File: config.mk
export PLATFORM = sky130hd
export DESIGN_NAME = gma_stage
export DESIGN_NICKNAME = d
export VERILOG_FILES = /design/src/sv/gma_pkg.sv /design/src/sv/gma_stage.sv
export SDC_FILE = /design/constraint.sdc
export NUM_CORES = 1
export LEC_CHECK = 0
export ABC_CLOCK_PERIOD_IN_PS = 1600
export BUFFER_PORTS_ARGS = -buffer_cell sky130_fd_sc_hd__clkbuf_2
export CAP_MARGIN = 20
export CELL_PAD_IN_SITES_DETAIL_PLACEMENT = 0
export CELL_PAD_IN_SITES_GLOBAL_PLACEMENT = 1
export CORE_MARGIN = 5
export CORE_UTILIZATION = 41
export CTS_BUF_LIST = sky130_fd_sc_hd__clkbuf_8 sky130_fd_sc_hd__clkbuf_16
export DETAILED_ROUTE_END_ITERATION = 16
export HOLD_SLACK_MARGIN = 0.05
export PLACE_DENSITY_LB_ADDON = 0.1
export SLEW_MARGIN = 20
export SYNTH_ARGS = -nofsm -noshare
export SYNTH_HDL_FRONTEND = slang
export SYNTH_SLANG_ARGS = --single-unit
File: constraint.sdc
create_clock -name clk -period 1.6 [get_ports clk]
set_input_delay 0.32 -clock clk [delete_from_list [all_inputs] [get_ports clk]]
set_output_delay 0.32 -clock clk [all_outputs]
set_load 0.005 [all_outputs]
File: src/sv/gma_pkg.sv
// shared types, widths and constants of the gradient magnitude and angle block
package gma_pkg;

    localparam int GRAD_BITS        = 20;
    localparam int MAG_BITS         = GRAD_BITS + 1;
    localparam int ANGLE_BITS       = 17;
    localparam int SQ_W             = 2 * GRAD_BITS;
    localparam int RAD_W            = 2 * MAG_BITS;
    localparam int REM_W            = MAG_BITS + 4;
    localparam int CORDIC_GUARD     = 40 - GRAD_BITS;
    localparam int CW               = GRAD_BITS + CORDIC_GUARD + 4;
    localparam int ZW               = 33;
    localparam int ATAN_ENTRIES     = 32;
    localparam int CORDIC_STEPS_DEF = 20;
    localparam int Q16_SHIFT        = 14;

    localparam logic [ZW-1:0]         HALF_PI_Q30   = ZW'(1686629713);
    localparam logic [ANGLE_BITS-1:0] ANGLE_MAX_Q16 = ANGLE_BITS'(102944);
    localparam logic [ZW-2:0]         ROUND_Q16     = (ZW-1)'(8192);

    localparam logic [31:0] ATAN_Q30 [ATAN_ENTRIES] = '{
        32'h3243F6A8, 32'h1DAC6705, 32'h0FADBAFC, 32'h07F56EA6,
        32'h03FEAB76, 32'h01FFD55B, 32'h00FFFAAA, 32'h007FFF55,
        32'h003FFFEA, 32'h001FFFFD, 32'h000FFFFF, 32'h0007FFFF,
        32'h0003FFFF, 32'h0001FFFF, 32'h0000FFFF, 32'h00007FFF,
        32'h00003FFF, 32'h00001FFF, 32'h00000FFF, 32'h000007FF,
        32'h000003FF, 32'h000001FF, 32'h000000FF, 32'h0000007F,
        32'h0000003F, 32'h0000001F, 32'h0000000F, 32'h00000008,
        32'h00000004, 32'h00000002, 32'h00000001, 32'h00000000
    };

    typedef struct packed {
        logic [GRAD_BITS-1:0] grad_x;
        logic [GRAD_BITS-1:0] grad_y;
    } gma_in_t;

    typedef struct packed {
        logic [MAG_BITS-1:0]   magnitude;
        logic [ANGLE_BITS-1:0] angle;
    } gma_out_t;

    typedef struct packed {
        logic                 valid;
        logic [RAD_W-1:0]     rad;
        logic [MAG_BITS-1:0]  root;
        logic [REM_W-1:0]     rem;
        logic signed [CW-1:0] x;
        logic signed [CW-1:0] y;
        logic signed [ZW-1:0] z;
        logic                 gx_zero;
        logic                 gy_zero;
    } gma_pipe_t;

endpackage

File: src/sv/gma_stage.sv
// one pipeline stage: one square root digit and one cordic vectoring step, each passed through past its last index
module gma_stage #(
    parameter int STAGE_IDX    = 0,
    parameter int CORDIC_STEPS = gma_pkg::CORDIC_STEPS_DEF
) (
    input  logic               clk,
    input  logic               rst_n,
    input  gma_pkg::gma_pipe_t pipe_in,
    output gma_pkg::gma_pipe_t pipe_out
);

    localparam int MAG_BITS = gma_pkg::MAG_BITS;
    localparam int RAD_W    = gma_pkg::RAD_W;
    localparam int REM_W    = gma_pkg::REM_W;
    localparam int CW       = gma_pkg::CW;
    localparam int ZW       = gma_pkg::ZW;
    localparam logic signed [ZW-1:0] ATAN_TERM =
        ZW'(gma_pkg::ATAN_Q30[STAGE_IDX % gma_pkg::ATAN_ENTRIES]);

    gma_pkg::gma_pipe_t stage_next;
    logic               valid_reg;
    gma_pkg::gma_pipe_t data_reg;

    logic [RAD_W-1:0]     rad_n;
    logic [MAG_BITS-1:0]  root_n;
    logic [REM_W-1:0]     rem_n;
    logic signed [CW-1:0] x_n;
    logic signed [CW-1:0] y_n;
    logic signed [ZW-1:0] z_n;

    generate
        if (STAGE_IDX < MAG_BITS) begin : g_sqrt
            logic [REM_W-1:0] rem_ext;
            logic [REM_W-1:0] trial;
            logic             take;
            assign rem_ext = {pipe_in.rem[REM_W-3:0], pipe_in.rad[RAD_W-1:RAD_W-2]};
            assign trial   = {2'b00, pipe_in.root, 2'b01};
            assign take    = rem_ext >= trial;
            assign rem_n   = take ? rem_ext - trial : rem_ext;
            assign root_n  = {pipe_in.root[MAG_BITS-2:0], take};
            assign rad_n   = {pipe_in.rad[RAD_W-3:0], 2'b00};
        end else begin : g_sqrt_pass
            assign rem_n  = pipe_in.rem;
            assign root_n = pipe_in.root;
            assign rad_n  = pipe_in.rad;
        end

        if (STAGE_IDX < CORDIC_STEPS) begin : g_cordic
            logic signed [CW-1:0] dx;
            logic signed [CW-1:0] dy;
            assign dx = pipe_in.y >>> STAGE_IDX;
            assign dy = pipe_in.x >>> STAGE_IDX;
            always_comb
            begin
                if (!pipe_in.y[CW-1])
                begin
                    x_n = pipe_in.x + dx;
                    y_n = pipe_in.y - dy;
                    z_n = pipe_in.z + ATAN_TERM;
                end
                else
                begin
                    x_n = pipe_in.x - dx;
                    y_n = pipe_in.y + dy;
                    z_n = pipe_in.z - ATAN_TERM;
                end
            end
        end else begin : g_cordic_pass
            assign x_n = pipe_in.x;
            assign y_n = pipe_in.y;
            assign z_n = pipe_in.z;
        end
    endgenerate

    always_comb
    begin
        stage_next         = pipe_in;
        stage_next.rad     = rad_n;
        stage_next.root    = root_n;
        stage_next.rem     = rem_n;
        stage_next.x       = x_n;
        stage_next.y       = y_n;
        stage_next.z       = z_n;
    end

    always_ff @(posedge clk or negedge rst_n)
    begin
        if (!rst_n)
        begin
            valid_reg <= 1'b0;
        end
        else
        begin
            valid_reg <= pipe_in.valid;
        end
    end

    always_ff @(posedge clk)
    begin
        data_reg <= stage_next;
    end

    always_comb
    begin
        pipe_out       = data_reg;
        pipe_out.valid = valid_reg;
    end

endmodule

==> results of run 1 <==
-- stage by stage --
stage / utilization / setup slack (ns) / instances / power, W
2_1_floorplan: - / -1.54 / 1815 / 0.0101
3_3_place_gp: 0.623 / -1.80 / 3255 / 0.0144
3_5_place_dp: 0.623 / -1.88 / 3255 / 0.0145
4_1_cts: 0.721 / -1.16 / 3426 / 0.0214
5_1_grt: 0.743 / -1.30 / 3456 / 0.0230
6_report: 0.743 / -1.20 / 3458 / 0.0221
-- layout make-up --
type	count	area [µm²]	area share
Antenna cell	6	15.0	0.000572
Clock buffer	30	694	0.0265
Clock inverter	14	144	0.00548
Inverter	176	699	0.0266
Multi-Input combinational cell	1362	11300	0.431
Sequential cell	209	4190	0.160
Tap cell	461	577	0.0220
Timing Repair Buffer	1199	8610	0.328
Timing Repair inverter	1	11.3	0.000429
-- how the worst max path moves through the flow --
stage,endpoint,from,cells after the start
after floorplan,pipe_out[78],pipe_in[44],13
after global placement,pipe_out[77],pipe_in[35],16
after detailed placement,pipe_out[117],pipe_in[79],17
after CTS,pipe_out[122],pipe_in[44],13
after global routing,pipe_out[122],pipe_in[44],13
final,pipe_out[78],pipe_in[90],12
-- repair_timing --
action	in CTS	in global routing
resized for setup	305	142
hold buffers	82	0
buffers inserted	53	38
gates cloned	5	1
hold endpoints to repair	83	0
pin swaps	149	95
endpoints found under the setup margin	122	124
-- synthesized netlist by cell type, drive strengths merged, types with 5 or more instances --
master / n / area (µm²)
nand4: 27 / 169
a21o: 56 / 422
clkbuf: 48 / 180
xor2: 21 / 184
o211ai: 17 / 128
buf: 20 / 100
xnor2: 107 / 937
ha: 180 / 2250
or3: 13 / 81.3
nor2b: 19 / 119
nand3b: 5 / 37.5
nand3: 28 / 140
o21bai: 35 / 263
nand2b: 20 / 125
o21a: 17 / 128
a21oi: 230 / 1150
o21ai: 117 / 586
and2: 5 / 31.3
nor2: 145 / 547
and3: 5 / 31.3
nor4: 12 / 75.1
dfxtp: 208 / 4160
a31oi: 21 / 131
mux2i: 21 / 210
inv: 172 / 646
or2: 8 / 50.1
a21boi: 10 / 75.1
o31ai: 17 / 141
a221oi: 7 / 61.3
mux2: 6 / 67.6
o221ai: 5 / 43.8
nor3: 37 / 185
a211oi: 13 / 103
a2111oi: 7 / 61.3
nand2: 91 / 342
-- metal layers --
metal / routed length [µm] / vias up
li1: - / 8686
met1: 27900 / 8697
met2: 34200 / 815
met3: 5510 / 240
met4: 4600 / 0
met5: 0 / -
-- power groups by stage --
| stage | clock network, W | registers [W] | logic, W |
|---|---|---|---|
| 5_1_grt | 0.00624 | 0.00658 | 0.0102 |
| 3_5_place_dp | 0 | 0.00658 | 0.00792 |
| 3_3_place_gp | 0 | 0.00658 | 0.00784 |
| 2_1_floorplan | 0 | 0.00660 | 0.00347 |
| 4_1_cts | 0.00595 | 0.00648 | 0.00893 |
| 6_report | 0.00595 | 0.00652 | 0.00961 |
-- cells by family (layout without fill, tap and decap cells) --
group	count (synthesis)	in the layout	synth area share
AOI/OAI and AO/OA	596	596	0.253
xor gates and xnor gates	128	128	0.0769
adders and majority gates	184	184	0.160
buffers and inverters	244	1420	0.0646
DFF	209	209	0.287
muxes	27	27	0.0191
other	1	8	0.000257
and+or+nand+nor	425	425	0.138
==> flow_metrics.py, run 1 <==
metrics = {
    "hold_path": {
        "holdCritStartpoint": "pipe_in[137]",
        "holdPathStages": 3,
        "min_path_type": "in -> reg",
        "worst_hold_path.endpoint": "pipe_out[139]",
    },
    "run_status": {
        "status": "finished, violations left",
        "failed_checks": "setup timing",
    },
    "route": {
        "vias": 18400,
        "drc": 0,
        "wire_per_inst_um": 20.9,
        "dr.pass1.iters": 6,
        "detail-route-antenna-nets": 0,
        "drt_wl_total_mm": 72.2,
        "first_iter_violations": 1222,
        "viasPerCell": 5.33,
    },
    "logic_synthesis": {
        "syn_avg_cell_area_um2": 8.03,
        "synth_area_um2": 14600,
        "ys_async_sr_fraction": 0.00478,
        "synth_cell_type_count": 77,
        "ys_seq_elements": 209,
        "synth_edf_count": 0,
        "netlist_instances": 1814,
        "synthFlopType": "dfxtp_1",
        "yosysSeqAreaShare": 0.287,
        "yosys_warnings": 0,
    },
    "job": {
        "maxCapViolations": 0,
    },
    "finish": {
        "syn_to_final_growth_pct": 80.1,
        "fillers": 2571,
        "layout_common_cells": "buf_4, clkbuf_2, dfxtp_1",
        "final_common_cell": "buf_4",
        "drive_above_1_share": 0.492,
        "largest_register_ffs": 208,
        "fin_nets": 3372,
        "fin_area_um2": 26300,
    },
    "cts": {
        "cts_tree": "yes",
        "cts.clk_slew.worst_paths_ns": 0.06,
        "cts_made_buffers": 25,
        "clock_sinks": 209,
        "clockBufferDepth": 3,
        "cts_root_buffer": "clkbuf_16",
        "cts_max_level": 1,
    },
    "die": {
        "fp.dieH_um": 199,
        "num_io_pins": 426,
        "core_um2": 35300,
        "num_rows": 69,
        "die_x_um": 199,
        "die-area_um2": 39400,
        "start_util": 0.413,
    },
    "power": {
        "pwr-share-clk": 0.269,
        "p_int_w": 0.0144,
        "pwr-share-comb": 0.435,
        "p_per_area_nw_per_um2": 841,
        "peakVddDrop_mv": 1.10,
        "swShare": 0.349,
        "leakagePower_nw": 13.0,
        "pwr-share-seq": 0.295,
        "switchingPower_w": 0.00770,
    },
    "global_route": {
        "grt_pass1_wl_mm": 104,
        "gr-total-overflow": 0,
        "grt_start_max_net_pins": 72,
        "gr-usage-met3": 0.0578,
        "antenna_found_initial": 6,
        "grtUsageTotal": 0.332,
        "grt_busiest_layer": "met2",
        "met1_usage": 0.394,
        "grt_pass1_vias": 18600,
        "use_met2": 0.570,
    },
    "place": {
        "port_buffers": 421,
        "dpl.hpwl_mm": 52.4,
        "place.gp.congestion": 1.01,
        "post_dp_cell_area_um2": 22000,
    },
    "timing": {
        "final-hold-violation-count": 0,
        "hold_ws_ns": 0.0737,
        "rsz0062_at_grt": "true",
        "worst_pin_slew_ns": 0.694,
        "clock.fmax_mhz": 358,
        "period_minus_slack_ns": 2.80,
        "timing.final.crit_share": 1.75,
        "report.final.slew_viol_count": 0,
        "setup_ws_ns": -1.20,
        "fin_tns_setup_ns": -81.17,
        "max_slew_margin": 0.525,
        "setup_viol": 121,
    },
    "critical_path": {
        "cp_slowest_cell": "or4_4",
        "path_cells": "clkbuf_8, ha_4, or4_4, or3_4, a211oi_4, nor2_4, o31ai_4, a31oi_2, or4_1, a32oi_2, o21ai_1, xor2_1",
        "cp_top_family": "simple AND/OR/NAND/NOR gates",
        "worstPathArrival_ns": 3.22,
        "critPathLaunchType": "input pin",
        "cp.buffers_inverters": 1,
        "max_stage_delay_ns": 0.54,
        "crit_fanout": 3,
        "crit_type": "in -> reg",
        "end_kind": "flip-flop",
        "cp.required_ns": 2.03,
    },
}
No activity file was read; power rests on OpenSTA's default activity.
==> inputs of run 2 (changes only) <==
--- a/config.mk
+++ b/config.mk
@@ -5,7 +5,7 @@
 export SDC_FILE = /design/constraint.sdc
 export NUM_CORES = 1
 export LEC_CHECK = 0
-export ABC_CLOCK_PERIOD_IN_PS = 1600
+export ABC_CLOCK_PERIOD_IN_PS = 3500
 export BUFFER_PORTS_ARGS = -buffer_cell sky130_fd_sc_hd__clkbuf_2
 export CAP_MARGIN = 20
 export CELL_PAD_IN_SITES_DETAIL_PLACEMENT = 0
@@ -16,6 +16,7 @@
 export DETAILED_ROUTE_END_ITERATION = 16
 export HOLD_SLACK_MARGIN = 0.05
 export PLACE_DENSITY_LB_ADDON = 0.1
+export SKIP_CTS_REPAIR_TIMING = 1
 export SLEW_MARGIN = 20
 export SYNTH_ARGS = -nofsm -noshare
 export SYNTH_HDL_FRONTEND = slang
==> constraint.sdc (replaced) <==
create_clock -name clk -period 3.5 [get_ports clk]
set_input_delay 0.7 -clock clk [delete_from_list [all_inputs] [get_ports clk]]
set_output_delay 0.7 -clock clk [all_outputs]
set_load 0.005 [all_outputs]
==> flow_metrics.py, run 2 (synthesis gave the netlist of run 1 again) <==
metrics = {
    "run_status": {
        "status": "finished clean",
    },
    "job": {
        "maxCapViolations": 0,
    },
    "critical_path": {
        "critPathLaunchType": "input pin",
        "path_cells": "buf_2, inv_12, ha_4, or4_4, or3_1, a211oi_2, nor2_2, o31ai_4, buf_6, a31oi_4, or4_4, a32oi_2, o21ai_1, xor2_1",
        "cp.required_ns": 3.96,
        "end_kind": "flip-flop",
        "cp_slowest_cell": "or4_4",
        "crit_fanout": 3,
        "crit_type": "in -> reg",
        "crit_top_cell": "or4_4",
        "cp_top_family": "simple AND/OR/NAND/NOR gates",
        "max_stage_delay_ns": 0.54,
        "cp.buffers_inverters": 3,
        "worstPathArrival_ns": 3.86,
    },
    "global_route": {
        "gr-total-overflow": 0,
        "grt_pass1_vias": 15300,
        "grtUsageTotal": 0.275,
        "grt_start_max_net_pins": 75,
        "grt_pass1_wl_mm": 85.8,
        "antenna_found_initial": 3,
    },
    "place": {
        "place.gp.congestion": 0.959,
        "dp.cells": 2884,
        "dpl.hpwl_mm": 48.2,
        "port_buffers": 421,
        "post_dp_cell_area_um2": 19000,
        "dp_slack_ns": -0.535,
    },
    "route": {
        "dr.pass1.iters": 5,
        "dr.max_layer_used": "met5",
        "m1WireLength_mm": 24.2,
        "vias": 15500,
        "wl_met3_mm": 3.68,
        "viasPerCell": 5.26,
        "routed-wl-met2_mm": 26.9,
        "first_iter_violations": 974,
        "detail-route-antenna-nets": 0,
        "wire_per_inst_um": 19.6,
        "drc": 0,
        "drt_wl_total_mm": 57.5,
    },
    "die": {
        "die-area_um2": 39400,
        "start_util": 0.413,
        "num_rows": 69,
        "core_um2": 35300,
        "fp.dieH_um": 199,
        "die_x_um": 199,
        "num_io_pins": 426,
    },
    "cts": {
        "cts_made_buffers": 27,
        "clockBufferDepth": 3,
        "cts.clk_slew.worst_paths_ns": 0.06,
        "cts_tree": "yes",
        "clock_sinks": 209,
        "cts_max_level": 1,
        "cts_root_buffer": "clkbuf_16",
    },
    "finish": {
        "syn_to_final_growth_pct": 37.5,
        "fin_area_um2": 20000,
        "fillers": 3401,
        "instances_no_fill": 2938,
        "drive_above_1_share": 0.311,
        "fin_nets": 2853,
        "largest_register_ffs": 208,
        "layout_common_cells": "clkbuf_2, buf_4, a21oi_1",
        "final_common_cell": "clkbuf_2",
    },
    "hold_path": {
        "min_path_type": "in -> reg",
    },
    "timing": {
        "report.final.slew_viol_count": 0,
        "period_minus_slack_ns": 3.40,
        "setup_ws_ns": 0.103,
        "timing.final.crit_share": 0.971,
        "worst_pin_slew_ns": 0.889,
        "final-hold-violation-count": 0,
        "setup_viol": 0,
        "max_slew_margin": 0.407,
        "clock.fmax_mhz": 294,
    },
    "power": {
        "p_per_area_nw_per_um2": 451,
        "leakagePower_nw": 10.1,
        "peakVddDrop_mv": 0.469,
    },
}
-- run 2: cell types whose count changed in the layout (fill, tap and decap cells not counted), sizes merged --
cell | previous run | this run
clkbuf | 446 | 447
diode | 6 | 3
clkinv | 8 | 10
dlygate4sd3 | 82 | 1
bufinv | 2 | 5
inv | 178 | 177
buf | 701 | 259
clkinvlp | 3 | 4
-- run 2: path summary, 6_finish.rpt --
check | slack [ns] | cells past startpoint | start | end
hold / removal | 0.23 | 1 | pipe_in[179] | pipe_out[181]
max in group asynchronous | 2.97 | 2 | rst_n | valid_reg
setup / recovery | 0.10 | 14 | pipe_in[44] | pipe_out[78]
min in group asynchronous | 0.44 | 2 | rst_n | valid_reg
-- run 2: per-layer routing --
metal  GRT usage  vias up
met5           0        -
met4       0.111        2
met3      0.0466      128
met2       0.474      560
met1       0.343     7123
li1            -     7647
-- run 2: where the power goes --
group	total, W	switching [W]	internal (W)
Combinational	0.00312	0.00170	0.00143
Clock	0.00297	0.00116	0.00181
Sequential	0.00294	0.000135	0.00280
Total	0.00903	0.00299	0.00604
-- run 2: through the flow --
stage / setup TNS (ns) / power, W / hold slack (ns) / util
floorplan: -0.111 / 0.00453 / 0.404 / -
global placement: -7.83 / 0.00607 / 0.475 / 0.538
detailed placement: -11.76 / 0.00608 / 0.477 / 0.538
CTS: 0 / 0.00910 / -0.124 / 0.565
global route: -0.0238 / 0.00952 / 0.216 / 0.567
finish: 0 / 0.00903 / 0.234 / 0.567
-- run 2: final cells by class --
type	count	area, µm²	share of cell area
antenna	3	7.51	0.000375
clock buffer	28	689	0.0344
clock inverter	20	262	0.0131
inverter	176	673	0.0336
multi-input combinational	1362	9550	0.477
sequential	209	4190	0.209
tap	461	577	0.0288
timing repair buffer	679	4090	0.204
